===== src/hw/rtl/motor_speed_pi_controller_top_defines.svh =====
// Assertion macros shared by the controller RTL.
`ifndef MOTOR_SPEED_PI_CONTROLLER_TOP_DEFINES_SVH
`define MOTOR_SPEED_PI_CONTROLLER_TOP_DEFINES_SVH

// A property checked at every rising clock edge outside reset.
`define MSPI_ASSERT(label, prop, msg) \
    label: assert property (@(posedge aclk) disable iff (!aresetn) (prop)) else $error(msg);

// A condition that must hold in the cycle after the trigger.
`define MSPI_ASSERT_NEXT(label, trig, cons, msg) \
    label: assert property (@(posedge aclk) disable iff (!aresetn) \
        (trig) |=> (cons)) else $error(msg);

`endif


===== src/hw/rtl/mspi_pkg.sv =====
package mspi_pkg;

    localparam int SPEED_BITS     = 24;
    localparam int GAIN_FRAC_BITS = 16;

    // Field and register widths.
    localparam int SET_W      = 16;
    localparam int PERIOD_W   = 32;
    localparam int DRIVE_W    = 16;
    localparam int MEAS_W     = 24;
    localparam int KP_W       = 24;
    localparam int KI_W       = 28;
    localparam int NUM_W      = 33;
    localparam int LIMIT_W    = 16;
    localparam int CFG_DATA_W = 33;
    localparam int CFG_IDX_W  = 3;

    // Integrator format Q16.24.
    localparam int ACC_FRAC = 24;
    localparam int ACC_W    = LIMIT_W + ACC_FRAC;

    // The proportional product is bounded at +/- 2^17 in integer units.
    localparam int P_BOUND_LOG2 = 17;

    // Register indexes.
    localparam logic [CFG_IDX_W-1:0] REG_KP_GAIN      = 3'd0;
    localparam logic [CFG_IDX_W-1:0] REG_KI_STEP      = 3'd1;
    localparam logic [CFG_IDX_W-1:0] REG_SPEED_NUMER  = 3'd2;
    localparam logic [CFG_IDX_W-1:0] REG_MIN_PERIOD   = 3'd3;
    localparam logic [CFG_IDX_W-1:0] REG_OUTPUT_LIMIT = 3'd4;

    // Reset values.
    localparam logic [KP_W-1:0]     KP_RESET     = 24'd65536;
    localparam logic [KI_W-1:0]     KI_RESET     = 28'd41943;
    localparam logic [NUM_W-1:0]    NUM_RESET    = 33'd5040322581;
    localparam logic [PERIOD_W-1:0] MINP_RESET   = 32'd1000;
    localparam logic [LIMIT_W-1:0]  LIMIT_RESET  = 16'd9500;

    typedef struct packed {
        logic [KP_W-1:0]     kp_gain;
        logic [KI_W-1:0]     ki_step;
        logic [NUM_W-1:0]    speed_numerator;
        logic [PERIOD_W-1:0] min_period;
        logic [LIMIT_W-1:0]  output_limit;
    } mspi_cfg_t;

    typedef struct packed {
        logic load;
        logic div_step;
        logic speed;
        logic err;
        logic mul;
        logic mul_sel_kp;
        logic integ;
        logic drive;
        logic out_load;
    } mspi_cmd_t;

    typedef enum logic [2:0] {
        ST_IDLE,
        ST_DIV,
        ST_SPEED,
        ST_ERR,
        ST_MUL_I,
        ST_INTEG,
        ST_DRIVE,
        ST_OUT
    } mspi_state_t;

endpackage


===== src/hw/rtl/mspi_cfg.sv =====
module mspi_cfg (
    input  logic                              aclk,
    input  logic                              aresetn,
    input  logic                              cfg_wr_en,
    input  logic [mspi_pkg::CFG_IDX_W-1:0]    cfg_index,
    input  logic [mspi_pkg::CFG_DATA_W-1:0]   cfg_wdata,
    output mspi_pkg::mspi_cfg_t               cfg
);
    import mspi_pkg::*;

    mspi_cfg_t cfg_reg;
    mspi_cfg_t cfg_next;

    always_comb begin
        cfg_next = cfg_reg;
        if (cfg_wr_en) begin
            unique case (cfg_index)
                REG_KP_GAIN:      cfg_next.kp_gain         = cfg_wdata[KP_W-1:0];
                REG_KI_STEP:      cfg_next.ki_step         = cfg_wdata[KI_W-1:0];
                REG_SPEED_NUMER:  cfg_next.speed_numerator = cfg_wdata[NUM_W-1:0];
                REG_MIN_PERIOD:   cfg_next.min_period      = cfg_wdata[PERIOD_W-1:0];
                REG_OUTPUT_LIMIT: cfg_next.output_limit    = cfg_wdata[LIMIT_W-1:0];
                default: ;
            endcase
        end
    end

    always_ff @(posedge aclk) begin
        if (!aresetn) begin
            cfg_reg.kp_gain         <= KP_RESET;
            cfg_reg.ki_step         <= KI_RESET;
            cfg_reg.speed_numerator <= NUM_RESET;
            cfg_reg.min_period      <= MINP_RESET;
            cfg_reg.output_limit    <= LIMIT_RESET;
        end else begin
            cfg_reg <= cfg_next;
        end
    end

    assign cfg = cfg_reg;

endmodule


===== src/hw/rtl/mspi_dp.sv =====
module mspi_dp (
    input  logic                            aclk,
    input  logic                            aresetn,
    input  logic [mspi_pkg::SET_W-1:0]      speed_set,
    input  logic [mspi_pkg::PERIOD_W-1:0]   period_ticks,
    input  mspi_pkg::mspi_cfg_t             cfg,
    input  mspi_pkg::mspi_cmd_t             cmd,
    output logic                            div_last,
    output logic [mspi_pkg::DRIVE_W-1:0]    drive_level,
    output logic [mspi_pkg::MEAS_W-1:0]     measured_speed
);
    import mspi_pkg::*;

    localparam int CNT_W   = $clog2(NUM_W);
    localparam int ERR_W   = SPEED_BITS + 1;
    localparam int MB_W    = KI_W + 1;
    localparam int PROD_W  = ERR_W + MB_W;
    localparam int ISUM_W  = PROD_W + 1;
    localparam int PC_W    = P_BOUND_LOG2 + GAIN_FRAC_BITS + 2;
    localparam int SHIFT   = ACC_FRAC - GAIN_FRAC_BITS;
    localparam int SUM_W   = P_BOUND_LOG2 + ACC_FRAC + 3;
    localparam int DI_W    = SUM_W - 1 - ACC_FRAC;

    localparam logic [CNT_W-1:0]         CNT_LAST  = CNT_W'(NUM_W - 1);
    localparam logic [SPEED_BITS-1:0]    SPEED_MAX = '1;
    localparam logic signed [PROD_W-1:0] PB_POS    =
        PROD_W'(1) <<< (P_BOUND_LOG2 + GAIN_FRAC_BITS);
    localparam logic signed [PROD_W-1:0] PB_NEG    = -PB_POS;

    // Operand latches.
    logic [SET_W-1:0]      set_reg;
    logic                  stopped_reg;
    logic [PERIOD_W-1:0]   div_reg;

    // Restoring divider: the numerator register shifts out dividend bits and
    // shifts in quotient bits, so it holds the quotient after NUM_W steps.
    logic [NUM_W-1:0]      num_reg;
    logic [PERIOD_W-1:0]   rem_reg;
    logic [CNT_W-1:0]      cnt_reg;
    logic [PERIOD_W+1:0]   trial;

    logic [SPEED_BITS-1:0]     speed_reg;
    logic [SPEED_BITS-1:0]     speed_next;
    logic signed [ERR_W-1:0]   err_reg;
    logic signed [MB_W-1:0]    mul_b;
    logic signed [PROD_W-1:0]  prod_next;
    logic signed [PROD_W-1:0]  prod_reg;
    logic [ACC_W-1:0]          acc_reg;
    logic [ACC_W-1:0]          acc_next;
    logic [ACC_W-1:0]          lim_acc;
    logic signed [ISUM_W-1:0]  isum;
    logic signed [PROD_W-1:0]  p_cl;
    logic signed [SUM_W-1:0]   pc_x;
    logic signed [SUM_W-1:0]   dsum;
    logic [DI_W-1:0]           d_int;
    logic [DRIVE_W-1:0]        drive_reg;
    logic [DRIVE_W-1:0]        drive_next;
    logic [DRIVE_W-1:0]        out_drive_reg;
    logic [MEAS_W-1:0]         out_speed_reg;

    assign trial = {1'b0, rem_reg, num_reg[NUM_W-1]} - {2'b00, div_reg};

    always_ff @(posedge aclk) begin
        if (!aresetn) begin
            cnt_reg <= '0;
        end else if (cmd.load) begin
            cnt_reg <= '0;
        end else if (cmd.div_step) begin
            cnt_reg <= cnt_reg + CNT_W'(1);
        end
    end

    assign div_last = cnt_reg == CNT_LAST;

    always_ff @(posedge aclk) begin
        if (cmd.load) begin
            set_reg     <= speed_set;
            stopped_reg <= period_ticks <= cfg.min_period;
            div_reg     <= period_ticks;
            num_reg     <= cfg.speed_numerator;
            rem_reg     <= '0;
        end else if (cmd.div_step) begin
            if (!trial[PERIOD_W+1]) begin
                rem_reg <= trial[PERIOD_W-1:0];
                num_reg <= {num_reg[NUM_W-2:0], 1'b1};
            end else begin
                rem_reg <= {rem_reg[PERIOD_W-2:0], num_reg[NUM_W-1]};
                num_reg <= {num_reg[NUM_W-2:0], 1'b0};
            end
        end
    end

    // Speed saturation; a stopped motor reads as zero speed.
    always_comb begin
        if (stopped_reg) begin
            speed_next = '0;
        end else if (|num_reg[NUM_W-1:SPEED_BITS]) begin
            speed_next = SPEED_MAX;
        end else begin
            speed_next = num_reg[SPEED_BITS-1:0];
        end
    end

    // One shared multiplier: integral gain first, then proportional gain.
    assign mul_b     = cmd.mul_sel_kp ? $signed(MB_W'(cfg.kp_gain))
                                      : $signed(MB_W'(cfg.ki_step));
    assign prod_next = err_reg * mul_b;

    // Integrator update with clamp to 0 .. output_limit.
    assign lim_acc = {cfg.output_limit, ACC_FRAC'(0)};
    assign isum    = $signed({{(ISUM_W-ACC_W){1'b0}}, acc_reg})
                   + $signed({prod_reg[PROD_W-1], prod_reg});

    always_comb begin
        if (isum[ISUM_W-1]) begin
            acc_next = '0;
        end else if (isum[ISUM_W-2:0] > (ISUM_W-1)'(lim_acc)) begin
            acc_next = lim_acc;
        end else begin
            acc_next = isum[ACC_W-1:0];
        end
    end

    // Drive: bounded proportional term aligned to Q.24 plus the integrator.
    always_comb begin
        if (prod_reg > PB_POS) begin
            p_cl = PB_POS;
        end else if (prod_reg < PB_NEG) begin
            p_cl = PB_NEG;
        end else begin
            p_cl = prod_reg;
        end
    end

    assign pc_x  = {{(SUM_W-PC_W){p_cl[PC_W-1]}}, p_cl[PC_W-1:0]};
    assign dsum  = (pc_x <<< SHIFT) + $signed({{(SUM_W-ACC_W){1'b0}}, acc_reg});
    assign d_int = dsum[SUM_W-2:ACC_FRAC];

    always_comb begin
        if (dsum[SUM_W-1] || set_reg == '0) begin
            drive_next = '0;
        end else if (d_int > DI_W'(cfg.output_limit)) begin
            drive_next = cfg.output_limit;
        end else begin
            drive_next = d_int[DRIVE_W-1:0];
        end
    end

    always_ff @(posedge aclk) begin
        if (cmd.speed) begin
            speed_reg <= speed_next;
        end
        if (cmd.err) begin
            err_reg <= $signed(ERR_W'(set_reg) - ERR_W'(speed_reg));
        end
        if (cmd.mul) begin
            prod_reg <= prod_next;
        end
        if (cmd.drive) begin
            drive_reg <= drive_next;
        end
        if (cmd.out_load) begin
            out_drive_reg <= drive_reg;
            out_speed_reg <= MEAS_W'(speed_reg);
        end
    end

    always_ff @(posedge aclk) begin
        if (!aresetn) begin
            acc_reg <= '0;
        end else if (cmd.integ) begin
            acc_reg <= acc_next;
        end
    end

    assign drive_level    = out_drive_reg;
    assign measured_speed = out_speed_reg;

endmodule


===== src/hw/rtl/mspi_ctrl.sv =====
`include "motor_speed_pi_controller_top_defines.svh"

module mspi_ctrl (
    input  logic                  aclk,
    input  logic                  aresetn,
    input  logic                  s_valid,
    output logic                  s_ready,
    output logic                  m_valid,
    input  logic                  m_ready,
    input  logic                  div_last,
    output mspi_pkg::mspi_cmd_t   cmd
);
    import mspi_pkg::*;

    mspi_state_t state_reg;
    mspi_state_t state_next;
    logic        out_valid_reg;
    logic        out_valid_next;

    always_comb begin
        state_next = state_reg;
        unique case (state_reg)
            ST_IDLE:  if (s_valid) state_next = ST_DIV;
            ST_DIV:   if (div_last) state_next = ST_SPEED;
            ST_SPEED: state_next = ST_ERR;
            ST_ERR:   state_next = ST_MUL_I;
            ST_MUL_I: state_next = ST_INTEG;
            ST_INTEG: state_next = ST_DRIVE;
            ST_DRIVE: state_next = ST_OUT;
            ST_OUT:   if (!out_valid_reg || m_ready) state_next = ST_IDLE;
            default:  state_next = ST_IDLE;
        endcase
    end

    always_comb begin
        cmd     = '0;
        s_ready = 1'b0;
        unique case (state_reg)
            ST_IDLE: begin
                s_ready  = 1'b1;
                cmd.load = s_valid;
            end
            ST_DIV:   cmd.div_step = 1'b1;
            ST_SPEED: cmd.speed    = 1'b1;
            ST_ERR:   cmd.err      = 1'b1;
            ST_MUL_I: cmd.mul      = 1'b1;
            ST_INTEG: begin
                cmd.integ      = 1'b1;
                cmd.mul        = 1'b1;
                cmd.mul_sel_kp = 1'b1;
            end
            ST_DRIVE: cmd.drive    = 1'b1;
            ST_OUT:   cmd.out_load = !out_valid_reg || m_ready;
            default: ;
        endcase
    end

    always_comb begin
        out_valid_next = out_valid_reg;
        if (cmd.out_load) begin
            out_valid_next = 1'b1;
        end else if (m_ready) begin
            out_valid_next = 1'b0;
        end
    end

    always_ff @(posedge aclk) begin
        if (!aresetn) begin
            state_reg     <= ST_IDLE;
            out_valid_reg <= 1'b0;
        end else begin
            state_reg     <= state_next;
            out_valid_reg <= out_valid_next;
        end
    end

    assign m_valid = out_valid_reg;

    `MSPI_ASSERT(a_no_overwrite, !cmd.out_load || !out_valid_reg || m_ready, "result overwritten")
    `MSPI_ASSERT(a_valid_drop, !$fell(out_valid_reg) || $past(m_ready), "result dropped")
    `MSPI_ASSERT_NEXT(a_accept_div, s_valid && s_ready, state_reg == ST_DIV, "no divide")
    `MSPI_ASSERT_NEXT(a_div_hold, state_reg == ST_DIV && !div_last, state_reg == ST_DIV, "short divide")

endmodule


===== src/hw/rtl/motor_speed_pi_controller_top.sv =====
// From input accept to the result register: 33 bit-serial divider steps, then
// speed, error, two multiplies on one shared multiplier, drive and output load,
// which waits until the previous result is taken. Items are handled one at a time;
// a new item is taken while the last result still waits in the output register.
// Reset (aresetn low, synchronous): configuration registers return to their
// defaults, the integrator clears to zero and no result is pending.
module motor_speed_pi_controller_top (
    input  logic                              aclk,
    input  logic                              aresetn,
    input  logic                              cfg_wr_en,
    input  logic [mspi_pkg::CFG_IDX_W-1:0]    cfg_index,
    input  logic [mspi_pkg::CFG_DATA_W-1:0]   cfg_wdata,
    input  logic                              s_valid,
    output logic                              s_ready,
    input  logic [mspi_pkg::SET_W-1:0]        s_speed_set,
    input  logic [mspi_pkg::PERIOD_W-1:0]     s_period_ticks,
    output logic                              m_valid,
    input  logic                              m_ready,
    output logic [mspi_pkg::DRIVE_W-1:0]      m_drive_level,
    output logic [mspi_pkg::MEAS_W-1:0]       m_measured_speed
);
    import mspi_pkg::*;

    mspi_cfg_t cfg;
    mspi_cmd_t cmd;
    logic      div_last;

    mspi_cfg u_cfg (
        .aclk      (aclk),
        .aresetn   (aresetn),
        .cfg_wr_en (cfg_wr_en),
        .cfg_index (cfg_index),
        .cfg_wdata (cfg_wdata),
        .cfg       (cfg)
    );

    mspi_ctrl u_ctrl (
        .aclk     (aclk),
        .aresetn  (aresetn),
        .s_valid  (s_valid),
        .s_ready  (s_ready),
        .m_valid  (m_valid),
        .m_ready  (m_ready),
        .div_last (div_last),
        .cmd      (cmd)
    );

    mspi_dp u_dp (
        .aclk           (aclk),
        .aresetn        (aresetn),
        .speed_set      (s_speed_set),
        .period_ticks   (s_period_ticks),
        .cfg            (cfg),
        .cmd            (cmd),
        .div_last       (div_last),
        .drive_level    (m_drive_level),
        .measured_speed (m_measured_speed)
    );

endmodule

===== config.mk =====
export PLATFORM = sky130hd
export DESIGN_NAME = motor_speed_pi_controller_top
export DESIGN_NICKNAME = d
export VERILOG_FILES = /design/src/hw/rtl/mspi_pkg.sv /design/src/hw/rtl/mspi_cfg.sv /design/src/hw/rtl/mspi_dp.sv /design/src/hw/rtl/mspi_ctrl.sv /design/src/hw/rtl/motor_speed_pi_controller_top.sv
export VERILOG_INCLUDE_DIRS = /design/src /design/src/hw/rtl
export SDC_FILE = /design/constraint.sdc
export NUM_CORES = 2
export LEC_CHECK = 0
export ABC_AREA = 1
export BUFFER_PORTS_ARGS = -buffer_cell sky130_fd_sc_hd__buf_4
export CAP_MARGIN = 20
export CORE_MARGIN = 4
export CORE_UTILIZATION = 45
export DETAILED_ROUTE_END_ITERATION = 7
export PLACE_DENSITY_LB_ADDON = 0.15
export SLEW_MARGIN = 15
export SYNTH_ARGS = -nofsm -noshare
export SYNTH_HDL_FRONTEND = slang
export SYNTH_SLANG_ARGS = --single-unit

===== constraint.sdc =====
create_clock -name aclk -period 14.6 [get_ports aclk]
set_clock_uncertainty 0.2 [all_clocks]
set_input_delay 2.92 -clock aclk [delete_from_list [all_inputs] [get_ports aclk]]
set_output_delay 2.92 -clock aclk [all_outputs]
set_load 0.02 [all_outputs]

==> flow_summary.json <==
{
  "number_of_enable_type_register_cells_in_the_synthesized_netlist": 241,
  "ios": 131,
  "grt-ovfl-total": 0,
  "cts.reportedPaths.clkPinSlew_ns": 0.06,
  "grt_setup_unrepaired": "no",
  "yosysSeqAreaShare_pct": 23.27,
  "dieWidth_um": 340.0,
  "detail_route.vias_per_cell": 5.263,
  "tritoncts": "done",
  "routedWlPerCell_um": 21.15,
  "clock_latency_ns": 0.63,
  "coreArea_um2": 109200,
  "post_synth_instance_area_um2": 49600,
  "remaining_drc_errors": 0,
  "detailroute.via_count": 41337,
  "crit_arrival_ns": 9.93,
  "wl_um": 166100,
  "clock_tree.htree_level_count": 2,
  "drt_pass1_iterations": 8,
  "initial_utilization_pct": 45.44,
  "timing.hold.worst_endpoint": "u_dp.drive_level[15]",
  "worst_hold_path_type": "flop to flop",
  "io_buffers": 130,
  "avgSynthCellArea_um2": 7.896,
  "grt_usage_pct": 28.64,
  "synth_commonest_cells": "sky130_fd_sc_hd__nand2_1, sky130_fd_sc_hd__inv_1, sky130_fd_sc_hd__nor2_1",
  "synth_top_flop_cell": "sky130_fd_sc_hd__edfxtp_1",
  "area_growth_from_synthesis_to_layout_pct": 8.756,
  "cp_slowest_cell": "sky130_fd_sc_hd__inv_1",
  "ctsHoldBuffers": 0,
  "yosysWarningCount": 0,
  "synthMostInstantiatedCell": "sky130_fd_sc_hd__nand2_1",
  "postSynthNetCount": 7375,
  "relSlewSlack_pct": 25.32,
  "setup-violations-final": 0,
  "grt_start_max_net_pins": 82,
  "synthesis.instances": 6281,
  "tightestPinTransition_ns": 1.119,
  "status": "completed",
  "cts_repair_resize_count": 0,
  "final_hold_viol_count": 0,
  "critical_path.max_stage_delay_ns": 0.93,
  "grt_antenna_before_repair": 5,
  "chip_height_um": 340.0,
  "fin_ws_ns": 4.837,
  "drtIter0Drc": 3175,
  "timing.critical_path.mode_cell": "sky130_fd_sc_hd__inv_1",
  "final_nets": 7426,
  "worstSetupStartpointType": "flop",
  "largest_register_ffs": 133,
  "synth.distinct_cells": 58,
  "clock_path_buffers": 3,
  "drv_cap": 0,
  "reg2reg_depth": 35,
  "crit_fanout": 27,
  "post-route-period-util_pct": 66.87,
  "place.gp.congestion": 1.018,
  "timing.critical_path.required_ns": 14.77,
  "critical_path.reg2reg.endpoint": "u_dp.prod_reg[52]",
  "grt_pass1_wl_um": 254000,
  "crit-reg2reg-launch": "u_ctrl.state_reg[1]",
  "cp-end-kind": "flop",
  "synth_seq_cells": 456,
  "final_core_util_pct": 49.42,
  "final.min_clock_period_ns": 9.763,
  "yosys.area.top_type_share_pct": 24.14,
  "cell_type_with_the_highest_aggregate_area_in_the_netlist": "sky130_fd_sc_hd__fa_1",
  "root_buffer": "sky130_fd_sc_hd__clkbuf_16",
  "dp_hpwl_um": 134000,
  "timing.hold.worst.start": "u_dp.drive_reg[15]",
  "rows": 121,
  "timing.setup.tns_ns": 0,
  "number_of_global_route_vias_before_repair": 41802,
  "cts_made_buffers": 52,
  "post_route_cells_drive_above_1_share_pct": 6.368,
  "worst_hold_stages": 0,
  "critical_path_class": "flop to flop",
  "regToRegSetupSlack_ns": 4.84,
  "detailedPlace.worstSlack_ns": 4.606,
  "async_set_or_reset_flop_fraction_in_the_synthesized_netlist_pct": 0,
  "die_area_um2": 115600,
  "ant_nets": 0,
  "post_cts_buffers": 0,
  "numClockSinks": 456,
  "drv_slew": 0,
  "yosys-top-cells-area": "sky130_fd_sc_hd__fa_1, sky130_fd_sc_hd__edfxtp_1, sky130_fd_sc_hd__ha_1",
  "max_clock_freq_mhz": 102.4
}
-- worst max-delay path: cells and delay by family, from the launching register on --
| family | cells | cell delay [ns] |
|---|---|---|
| buffers and inverters | 11 | 2.18 |
| AND/OR/NAND/NOR | 10 | 1.71 |
| AO/OA/AOI/OAI | 4 | 0.70 |
| XOR/XNOR | 1 | 0.09 |
| adder cells (fa/ha/maj) | 9 | 4.28 |
| flip-flops | 1 | 0.32 |
-- cell usage in the layout, fill, tap and decap left out, types with 20 or more instances in the layout --
| cell type | n |
|---|---|
| sky130_fd_sc_hd__nand2_1 | 1341 |
| sky130_fd_sc_hd__inv_1 | 1192 |
| sky130_fd_sc_hd__nor2_1 | 769 |
| sky130_fd_sc_hd__fa_1 | 598 |
| sky130_fd_sc_hd__ha_1 | 407 |
| sky130_fd_sc_hd__a21oi_1 | 300 |
| sky130_fd_sc_hd__edfxtp_1 | 241 |
| sky130_fd_sc_hd__o21ai_0 | 223 |
| sky130_fd_sc_hd__dfxtp_1 | 215 |
| sky130_fd_sc_hd__buf_4 | 199 |
| sky130_fd_sc_hd__nand3_1 | 174 |
| sky130_fd_sc_hd__xor2_1 | 84 |
| sky130_fd_sc_hd__xnor2_1 | 68 |
| sky130_fd_sc_hd__nor3_1 | 62 |
| sky130_fd_sc_hd__nand4_1 | 60 |
| sky130_fd_sc_hd__clkbuf_16 | 57 |
| sky130_fd_sc_hd__o21ai_1 | 45 |
| sky130_fd_sc_hd__or2_2 | 28 |
| sky130_fd_sc_hd__nor2_2 | 27 |
| sky130_fd_sc_hd__inv_2 | 24 |
| sky130_fd_sc_hd__nor4_1 | 23 |
| sky130_fd_sc_hd__nand3b_1 | 20 |
-- layout make-up --
cell class              count  area [um2]
diodes                      2       5.005
repair buffers            203        1589
clock buffers              73        1515
flip-flops and latches    456       11540
well taps                1476        1847
clock inverters            25       207.7
inverters                1230        4617
multi-input cells        4389       32620
fillers                 10760       55220
-- per-layer routing --
metal	track usage, %	vias to the layer above	share of wire (%)	routed length, um
met1	38.50	20024	43	70960
met4	10.44	2	4.4	7388
met2	47.02	1459	46	76870
met3	4.376	306	6.6	10910
met5	0	-	0.0078	13
li1	-	19546	-	-
-- worst max path at each step --
stage / start / to / slack, ns / cells past startpoint
finish: u_ctrl.state_reg[1] / u_dp.prod_reg[52] / 4.84 / 35
global route: u_ctrl.state_reg[1] / u_dp.prod_reg[52] / 4.13 / 35
CTS: u_ctrl.state_reg[1] / u_dp.prod_reg[53] / 4.60 / 30
detailed placement: u_ctrl.state_reg[1] / u_dp.prod_reg[53] / 4.61 / 30
global placement: u_ctrl.state_reg[1] / u_dp.prod_reg[51] / 4.71 / 29
floorplan: u_ctrl.state_reg[1] / u_dp.prod_reg[52] / 6.74 / 34
-- cell families after synthesis --
| kind of cell | Yosys count | share of synthesized area [%] |
|---|---|---|
| AOI/OAI and AO/OA | 688 | 7.566 |
| xor gates and xnor gates | 152 | 2.684 |
| adders and majority gates | 1005 | 34.40 |
| buffers and inverters | 1436 | 11.04 |
| DFF | 456 | 23.27 |
| and+or+nand+nor | 2544 | 21.04 |
-- metrics by stage --
stage / cell area, um2 / cells / hold WS (ns)
4_1_cts: 53870 / 7848 / 0.2184
3_5_place_dp: 52150 / 7750 / 0.2081
2_1_floorplan: 49600 / 6281 / 0.2003
3_3_place_gp: 52100 / 7748 / 0.2042
6_report: 53940 / 7854 / 0.2154
5_1_grt: 53940 / 7852 / 0.2260
Power is not shown: default switching activity piles up to over one toggle a cycle in this logic, so the estimate is an artifact.
